<file path="src/rtl/prq_pkg.sv">
// ----------------------------------------------------------------------------
// prq_pkg
// Shared widths, codes, rule entry type and code saturation for the
// priority range quantizer.
// ----------------------------------------------------------------------------
package prq_pkg;

    localparam int VALUE_W           = 48;
    localparam int CODE_W            = 32;
    localparam int DIVIDEND_W        = VALUE_W + CODE_W;
    localparam int A_HI_W            = VALUE_W - CODE_W;
    localparam int WIDE_W            = 50;
    localparam int RULE_DEPTH_DEF    = 64;
    localparam int FRACTION_BITS_DEF = 16;
    localparam int CFG_ADDR_W        = 6;
    localparam int CFG_DATA_W        = 64;
    localparam int HELD_W            = 7;

    localparam logic [1:0] OP_CLEAR   = 2'd0;
    localparam logic [1:0] OP_ADD     = 2'd1;
    localparam logic [1:0] OP_REVERSE = 2'd2;
    localparam logic [1:0] OP_QUANT   = 2'd3;

    localparam logic [2:0] REG_MODE        = 3'd0;
    localparam logic [2:0] REG_LEFT_EN     = 3'd1;
    localparam logic [2:0] REG_LEFT_LIMIT  = 3'd2;
    localparam logic [2:0] REG_LEFT_CODE   = 3'd3;
    localparam logic [2:0] REG_RIGHT_EN    = 3'd4;
    localparam logic [2:0] REG_RIGHT_LIMIT = 3'd5;
    localparam logic [2:0] REG_RIGHT_CODE  = 3'd6;

    localparam logic signed [WIDE_W-1:0] CODE_MAX = WIDE_W'(64'sd2147483647);

    typedef struct packed {
        logic signed [VALUE_W-1:0] lo;
        logic signed [VALUE_W-1:0] hi;
        logic signed [CODE_W-1:0]  clo;
        logic signed [CODE_W-1:0]  chi;
    } rule_t;

    function automatic logic signed [CODE_W-1:0] sat_code(input logic signed [WIDE_W-1:0] c);
        logic signed [WIDE_W-1:0] r;
        begin
            r = c;
            if (c > CODE_MAX)
            begin
                r = CODE_MAX;
            end
            else if (c < -CODE_MAX)
            begin
                r = -CODE_MAX;
            end
            return r[CODE_W-1:0];
        end
    endfunction

endpackage

</file>
<file path="src/rtl/prq_div.sv">
// ----------------------------------------------------------------------------
// prq_div
// Restoring divider, one quotient bit per cycle over the full dividend.
// ----------------------------------------------------------------------------
module prq_div (
    input  logic                                clk,
    input  logic                                rst_n,
    input  logic                                start,
    input  logic [prq_pkg::DIVIDEND_W-1:0]      dividend,
    input  logic [prq_pkg::VALUE_W-1:0]         divisor,
    output logic                                done,
    output logic [prq_pkg::CODE_W-1:0]          quotient,
    output logic                                rem_nz
);

    localparam int CNT_W = $clog2(prq_pkg::DIVIDEND_W);
    localparam logic [CNT_W-1:0] LAST = CNT_W'(prq_pkg::DIVIDEND_W - 1);

    logic                               run_reg, run_next;
    logic                               done_reg, done_next;
    logic [CNT_W-1:0]                   cnt_reg, cnt_next;
    logic [prq_pkg::VALUE_W-1:0]        rem_reg, rem_next;
    logic [prq_pkg::DIVIDEND_W-1:0]     dvd_reg, dvd_next;
    logic [prq_pkg::VALUE_W-1:0]        den_reg, den_next;
    logic [prq_pkg::VALUE_W:0]          shifted;
    logic [prq_pkg::VALUE_W:0]          diff;

    always_comb
    begin
        run_next  = run_reg;
        done_next = 1'b0;
        cnt_next  = cnt_reg;
        rem_next  = rem_reg;
        dvd_next  = dvd_reg;
        den_next  = den_reg;
        shifted   = {rem_reg, dvd_reg[prq_pkg::DIVIDEND_W-1]};
        diff      = shifted - {1'b0, den_reg};
        if (start)
        begin
            run_next = 1'b1;
            cnt_next = '0;
            rem_next = '0;
            dvd_next = dividend;
            den_next = divisor;
        end
        else if (run_reg)
        begin
            if (shifted >= {1'b0, den_reg})
            begin
                rem_next = diff[prq_pkg::VALUE_W-1:0];
                dvd_next = {dvd_reg[prq_pkg::DIVIDEND_W-2:0], 1'b1};
            end
            else
            begin
                rem_next = shifted[prq_pkg::VALUE_W-1:0];
                dvd_next = {dvd_reg[prq_pkg::DIVIDEND_W-2:0], 1'b0};
            end
            cnt_next = cnt_reg + 1'b1;
            if (cnt_reg == LAST)
            begin
                run_next  = 1'b0;
                done_next = 1'b1;
            end
        end
    end

    always_ff @(posedge clk or negedge rst_n)
    begin
        if (!rst_n)
        begin
            run_reg  <= 1'b0;
            done_reg <= 1'b0;
            cnt_reg  <= '0;
        end
        else
        begin
            run_reg  <= run_next;
            done_reg <= done_next;
            cnt_reg  <= cnt_next;
        end
    end

    always_ff @(posedge clk)
    begin
        rem_reg <= rem_next;
        dvd_reg <= dvd_next;
        den_reg <= den_next;
    end

    assign done     = done_reg;
    assign quotient = dvd_reg[prq_pkg::CODE_W-1:0];
    assign rem_nz   = (rem_reg != '0);

endmodule

</file>
<file path="config.mk">
export PLATFORM = sky130hd
export DESIGN_NAME = prq_div
export DESIGN_NICKNAME = d
export VERILOG_FILES = /design/src/rtl/prq_pkg.sv /design/src/rtl/prq_div.sv
export SDC_FILE = /design/constraint.sdc
export NUM_CORES = 1
export LEC_CHECK = 0
export ABC_CLOCK_PERIOD_IN_PS = 3050
export CORE_AREA = 2 2 143 145
export CTS_CLUSTER_SIZE = 10
export DETAILED_ROUTE_END_ITERATION = 12
export DIE_AREA = 0 0 145 147
export DONT_BUFFER_PORTS = 1
export GPL_TIMING_DRIVEN = 0
export PLACE_DENSITY = 0.69
export SLEW_MARGIN = 20
export SYNTH_ARGS = -nofsm -noshare
export SYNTH_HDL_FRONTEND = slang
export SYNTH_SLANG_ARGS = --single-unit
export TNS_END_PERCENT = 1
</file>
<file path="constraint.sdc">
create_clock -name clk -period 3.05 [get_ports clk]
set_input_delay 0.305 -clock clk [delete_from_list [all_inputs] [get_ports clk]]
set_output_delay 0.305 -clock clk [all_outputs]
set_load 0.02 [all_outputs]
</file>
# Word-level counts from Yosys, hierarchy flattened
# Index checks and enable logic that the tools add are counted.
[word_totals] romBits=0 word_cells=24 out_inout_bits=34 mem_count=0 reg_bits=185 latchBits=0 mem_bits_rw=0 inputBits=131
[classes] n_addsub=2 n_mul=0 magnitude_cmp=1 n_div=0 n_bitwise=0 shift=0 eq_ne=1 muxes=12 reduce_logical=2
[op_table] cell="2-to-1 mux 80 bit" count=2
[op_table] cell="greater-or-equal comparator 49 x 48 -> 1 bit" count=1
[op_table] cell="2-to-1 mux 48 bit" count=1
[op_table] cell="nonzero test 48 bit" count=1
[op_table] cell="subtractor 48 bit" count=1
[op_table] cell="2-to-1 mux 7 bit" count=2
[op_table] cell="adder 7 x 1 -> 7 bit (second input constant)" count=1
[op_table] cell="equality test 7 bit (second input constant)" count=1
[op_table] cell="2-to-1 mux 1 bit" count=7
[op_table] cell="nonzero test 2 bit" count=1

# Logic depth before layout (Yosys ltp)
[depth] depth_word=4 mapped_depth=14 mapped_depth_nobuf=12

# Worst setup path after synthesis
# No wires, ideal clock.
[synth_path] path_kind="register to register" from="register den_reg[1] in the netlist's numbering" to="register dvd_reg[0] in the netlist's numbering, data pin" slack_ps=272 synth_period_minus_slack_ps=2778 arrival_ps=2518 n_path_buf=2 path_stages_with_launch=12 required_ps=2790 setup_time_ps=260 cell_sequence="edfxtp_1 inv_1 ha_1 nor2b_1 o31a_1 o21ai_1 a211oi_1 o311ai_1 nand2_1 buf_2 buf_2 mux2_2"
[synth_between] elab_chain_cells=4
[synth_lines] element="start: declaration" line="prq_div.sv:24" rtl="logic [prq_pkg::VALUE_W-1:0] den_reg, den_next;"
[synth_lines] element="start signal: assignment" line="prq_div.sv:87" rtl="den_reg <= den_next;"
[synth_lines] element="greater-or-equal comparator 49 x 48 -> 1 bit" line="prq_div.sv:48" rtl="if (shifted >= {1'b0, den_reg})"
[synth_lines] element="2-to-1 mux 1 bit" line="prq_div.sv:48"
[synth_lines] element="2-to-1 mux 80 bit" line="prq_div.sv:46" rtl="else if (run_reg)"
[synth_lines] element="2-to-1 mux 80 bit" line="prq_div.sv:38" rtl="if (start)"
[synth_lines] element="named net dvd_next (one bit)" line="prq_div.sv:23" rtl="logic [prq_pkg::DIVIDEND_W-1:0] dvd_reg, dvd_next;"
[synth_lines] element="end signal: assignment" line="prq_div.sv:86" rtl="dvd_reg <= dvd_next;"
[synth_lines] element="end: declaration" line="prq_div.sv:23"
# The timed path passes the listed nets, and every way through them passes these cells. The select of a mux whose other input is x is not followed.
# A chain may end at the register's enable or synchronous reset.

# Worst setup path in the final report
[layout_path] from="register rem_reg[33] in the netlist's numbering" to="register rem_reg[39] in the netlist's numbering"
[layout_between] elab_chain_cells=2 word_cells_on_any_way=3 cone_classes="1 x add/sub; 1 x order compare; 1 x mux"
[layout_lines] element="start: declaration" line="prq_div.sv:22" rtl="logic [prq_pkg::VALUE_W-1:0] rem_reg, rem_next;"
[layout_lines] element="start signal: assignment" line="prq_div.sv:85" rtl="rem_reg <= rem_next;"
[layout_lines] element="subtractor 48 bit or greater-or-equal comparator 49 x 48 -> 1 bit (tied branches)" line="prq_div.sv:37, prq_div.sv:48"
[layout_lines] element="2-to-1 mux 48 bit *" line="prq_div.sv:48"
# Every way passes the cells marked *; elsewhere a longest branch is shown, timed or not.

==> flow_metrics.py <==
metrics = {
    "logic_synthesis": {
        "yosysTopAreaCellShare": 0.360,
        "synth-edff-count": 128,
        "yosys-top-cells-area": "edfxtp_1, dfxtp_1, mux2_2",
        "syn_nets": 1236,
        "ys_ff_latch": 185,
        "async_flop_share": 0.0486,
        "syn_area_um2": 10700,
        "syn-mean-instance-area_um2": 10.1,
        "yosysMostFrequentCell": "edfxtp_1",
        "yosys-top-cells-count": "edfxtp_1, nand2_1, mux2_2, nor2_1, a21oi_1",
        "synth_ff_type": "edfxtp_1",
        "synth_top_area_cell": "edfxtp_1",
        "synth_cell_types": 67,
        "ys_warn_count": 0,
        "seq_area_frac_synth": 0.471,
        "synth_cells": 1055,
    },
    "setup_path": {
        "cp.required_ns": 3.40,
        "r2r_cells": 13,
        "cp_max_fo": 10,
        "cpPeakStageDelay_ns": 0.37,
        "r2r_start": "rem_reg[33]$_SDFFE_PP0P_",
        "critPathMostFrequentCell": "buf_8",
        "critPathLaunch": "rem_reg[33]$_SDFFE_PP0P_",
        "cp_slowest_cell": "dfxtp_2",
        "cp-start-kind": "flop",
        "crit_chain": "ha_1 > buf_4 > a21oi_1 > o21ai_1 > a21oi_2 > o221ai_4 > a211oi_2 > and2_1 > buf_6 > buf_8 > buf_8 > nand2_1 > a311oi_2",
        "worstSetupPathType": "flop to flop",
        "cp.arrival_ns": 3.38,
        "end_kind": "flop",
    },
    "routing": {
        "postRouteAntennaNets": 0,
        "post_drt_wl_per_cell_um": 19.5,
        "drcViolationCount": 0,
        "drt_iter0_drc": 716,
        "vias_per_cell": 5.92,
        "routed_wl_mm": 27.5,
        "routed-via-count": 8362,
        "firstDrtPassIters": 5,
    },
    "worst_hold_path": {
        "min_from": "dividend[14]",
        "holdCritPathClass": "input port to flop",
        "hold_path_depth": 1,
    },
    "clock_tree": {
        "cts.reportedPaths.clkPinSlew_ns": 0.08,
        "cts.htree.levels": 4,
        "cts_tree": "built",
        "cts_root_buf": "clkbuf_16",
        "cts_buffer_depth": 2,
        "clkLatencyLatePin_ns": 0.44,
        "cts_inserted_buffers": 17,
        "cts.sinks": 185,
    },
    "grt": {
        "grt_max_degree": 54,
        "antenna_found_initial": 0,
        "track_usage": 0.252,
        "grt_pass1_vias": 8058,
        "grt_pass1_wl_mm": 42.4,
        "grt-ovfl-total": 0,
    },
    "place": {
        "gp_congestion": 0.920,
        "placed_cells": 1326,
        "hpwl_mm": 19.5,
        "port_buffers": 0,
    },
    "job": {
        "cap_violations": 0,
    },
    "final_layout": {
        "fin_cells": 1413,
        "syn_to_final_growth_pct": 17.8,
        "diodes": 0,
        "fillers": 1631,
        "multi_input_area_um2": 5240,
        "final_layout_size_suffix_gt1_frac": 0.206,
        "finish.utilization": 0.634,
        "regArea_um2": 5030,
        "final_nets": 1311,
        "largest_register_ffs": 80,
    },
    "floorplan": {
        "die_y_um": 147,
        "initial_utilization": 0.538,
        "num_rows": 52,
        "die_width_um": 145,
        "io_pins": 165,
        "fp.coreArea_um2": 19800,
        "die-area_um2": 21300,
    },
    "sta": {
        "max_clock_freq_mhz": 330,
        "slew_violations": 0,
        "setup_tns_ns": 0,
        "tightestPinTransition_ns": 0.858,
        "finClkSkew_ns": 0.0119,
        "grt_setup_unrepaired": "true",
        "setup_viol": 0,
        "finalCriticalPeriod_ns": 3.03,
        "slew_headroom": 0.428,
        "hold_violations": 0,
        "timing.final.crit_share": 0.995,
    },
    "power_and_ir_drop": {
        "p_leak_nw": 4.98,
        "ir_drop_mv": 0.471,
        "power.density_nw_per_um2": 855,
    },
    "run_status": {
        "status": "finished, final reports clean",
    },
}
## worst max-delay path, delay by kind of cell, from the launching register on
family / cells / cell delay (ns)
AOI/OAI and AO/OA: 6 / 1.37
adders and majority gates: 1 / 0.30
buffers and inverters: 4 / 0.62
DFF: 1 / 0.37
and+or+nand+nor: 2 / 0.28
## placed cells by master, fill, tap and decap left out, types with 8 or more instances in the layout
cell type and count:
edfxtp_1 128, nand2b_1 10, clkbuf_1 26, nor2_1 77, clkbuf_16 17, o21a_1 10
o21bai_1 10, xor2_1 12, nand4_1 18, dfrtp_1 9, o21ai_0 32, or3_1 13
nor4_1 13, o21ai_1 8, ha_1 47, nand2_1 112, a311oi_1 21, nor2b_1 8
dlygate4sd3_1 49, xnor2_1 14, inv_1 65, a21oi_1 55, nand3_1 17, a21o_1 12
mux2_2 80, o211ai_1 11, nor3_1 20, a311oi_2 13, buf_4 44, dfxtp_1 46
a21oi_2 10
## cells by family after synthesis
kind of cell / after synthesis / share of synthesized area
AND/OR/NAND/NOR: 321 / 0.141
multiplexers: 85 / 0.0891
AO/OA/AOI/OAI: 240 / 0.151
adder cells (fa/ha/maj): 50 / 0.0593
flip-flops: 185 / 0.471
XOR/XNOR: 26 / 0.0213
buffers and inverters: 148 / 0.0665
## metal layers
layer  up-vias  routed length [µm]  track usage
li1       4008                   -            -
met1      3968               11600        0.325
met2       338               12800        0.413
met3        48                2440       0.0693
met4         0                 617       0.0832
met5         -                   0            0
## cell type report
class                   count  area share
clock inverters            15      0.0144
repair buffers             60      0.0488
inverters                  65      0.0194
well taps                 270      0.0269
plain buffers              79      0.0400
multi-input cells         722       0.417
clock buffers              17      0.0338
flip-flops and latches    185       0.400
## path summary, 6_finish.rpt
check                                                 to  slack, ns
worst max-delay path            rem_reg[39]$_SDFFE_PP0P_       0.02
worst min-delay path               dvd_reg[14]$_DFFE_PP_       0.07
min in group asynchronous              run_reg$_DFF_PN0_       0.22
worst min register to register  rem_reg[45]$_SDFFE_PP0P_       0.52
max in group asynchronous         cnt_reg[0]$_DFFE_PN0P_       2.54
worst max register to register  rem_reg[39]$_SDFFE_PP0P_       0.02
## repair_timing
item | CTS | global route
setup buffers | 2 | 7
endpoints found under the setup margin | 49 | 49
hold endpoints to repair | 105 | 0
cloned | 0 | 0
pin swaps | 3 | 12
resized for setup | 24 | 65
hold buffers | 50 | 0
## through the flow
step / power, mW / setup slack (ns) / hold WS (ns) / instance area, µm²
floorplan: 6.79 / 0.272 / 0.00941 / 10700
global placement: 7.86 / -0.411 / 0.0100 / 11000
detailed placement: 7.92 / -0.452 / 0.00997 / 11000
CTS: 10.4 / -0.0307 / 0.0552 / 12300
global route: 11.3 / -0.146 / 0.0578 / 12600
finish: 10.8 / 0.0162 / 0.0695 / 12600
## power breakdown
part           switching (mW)  internal [mW]  total (mW)
sequential              0.429           3.16        3.59
combinational            2.89           2.03        4.92
clock                    1.14           1.11        2.25
(Power assumes the default switching activity.)
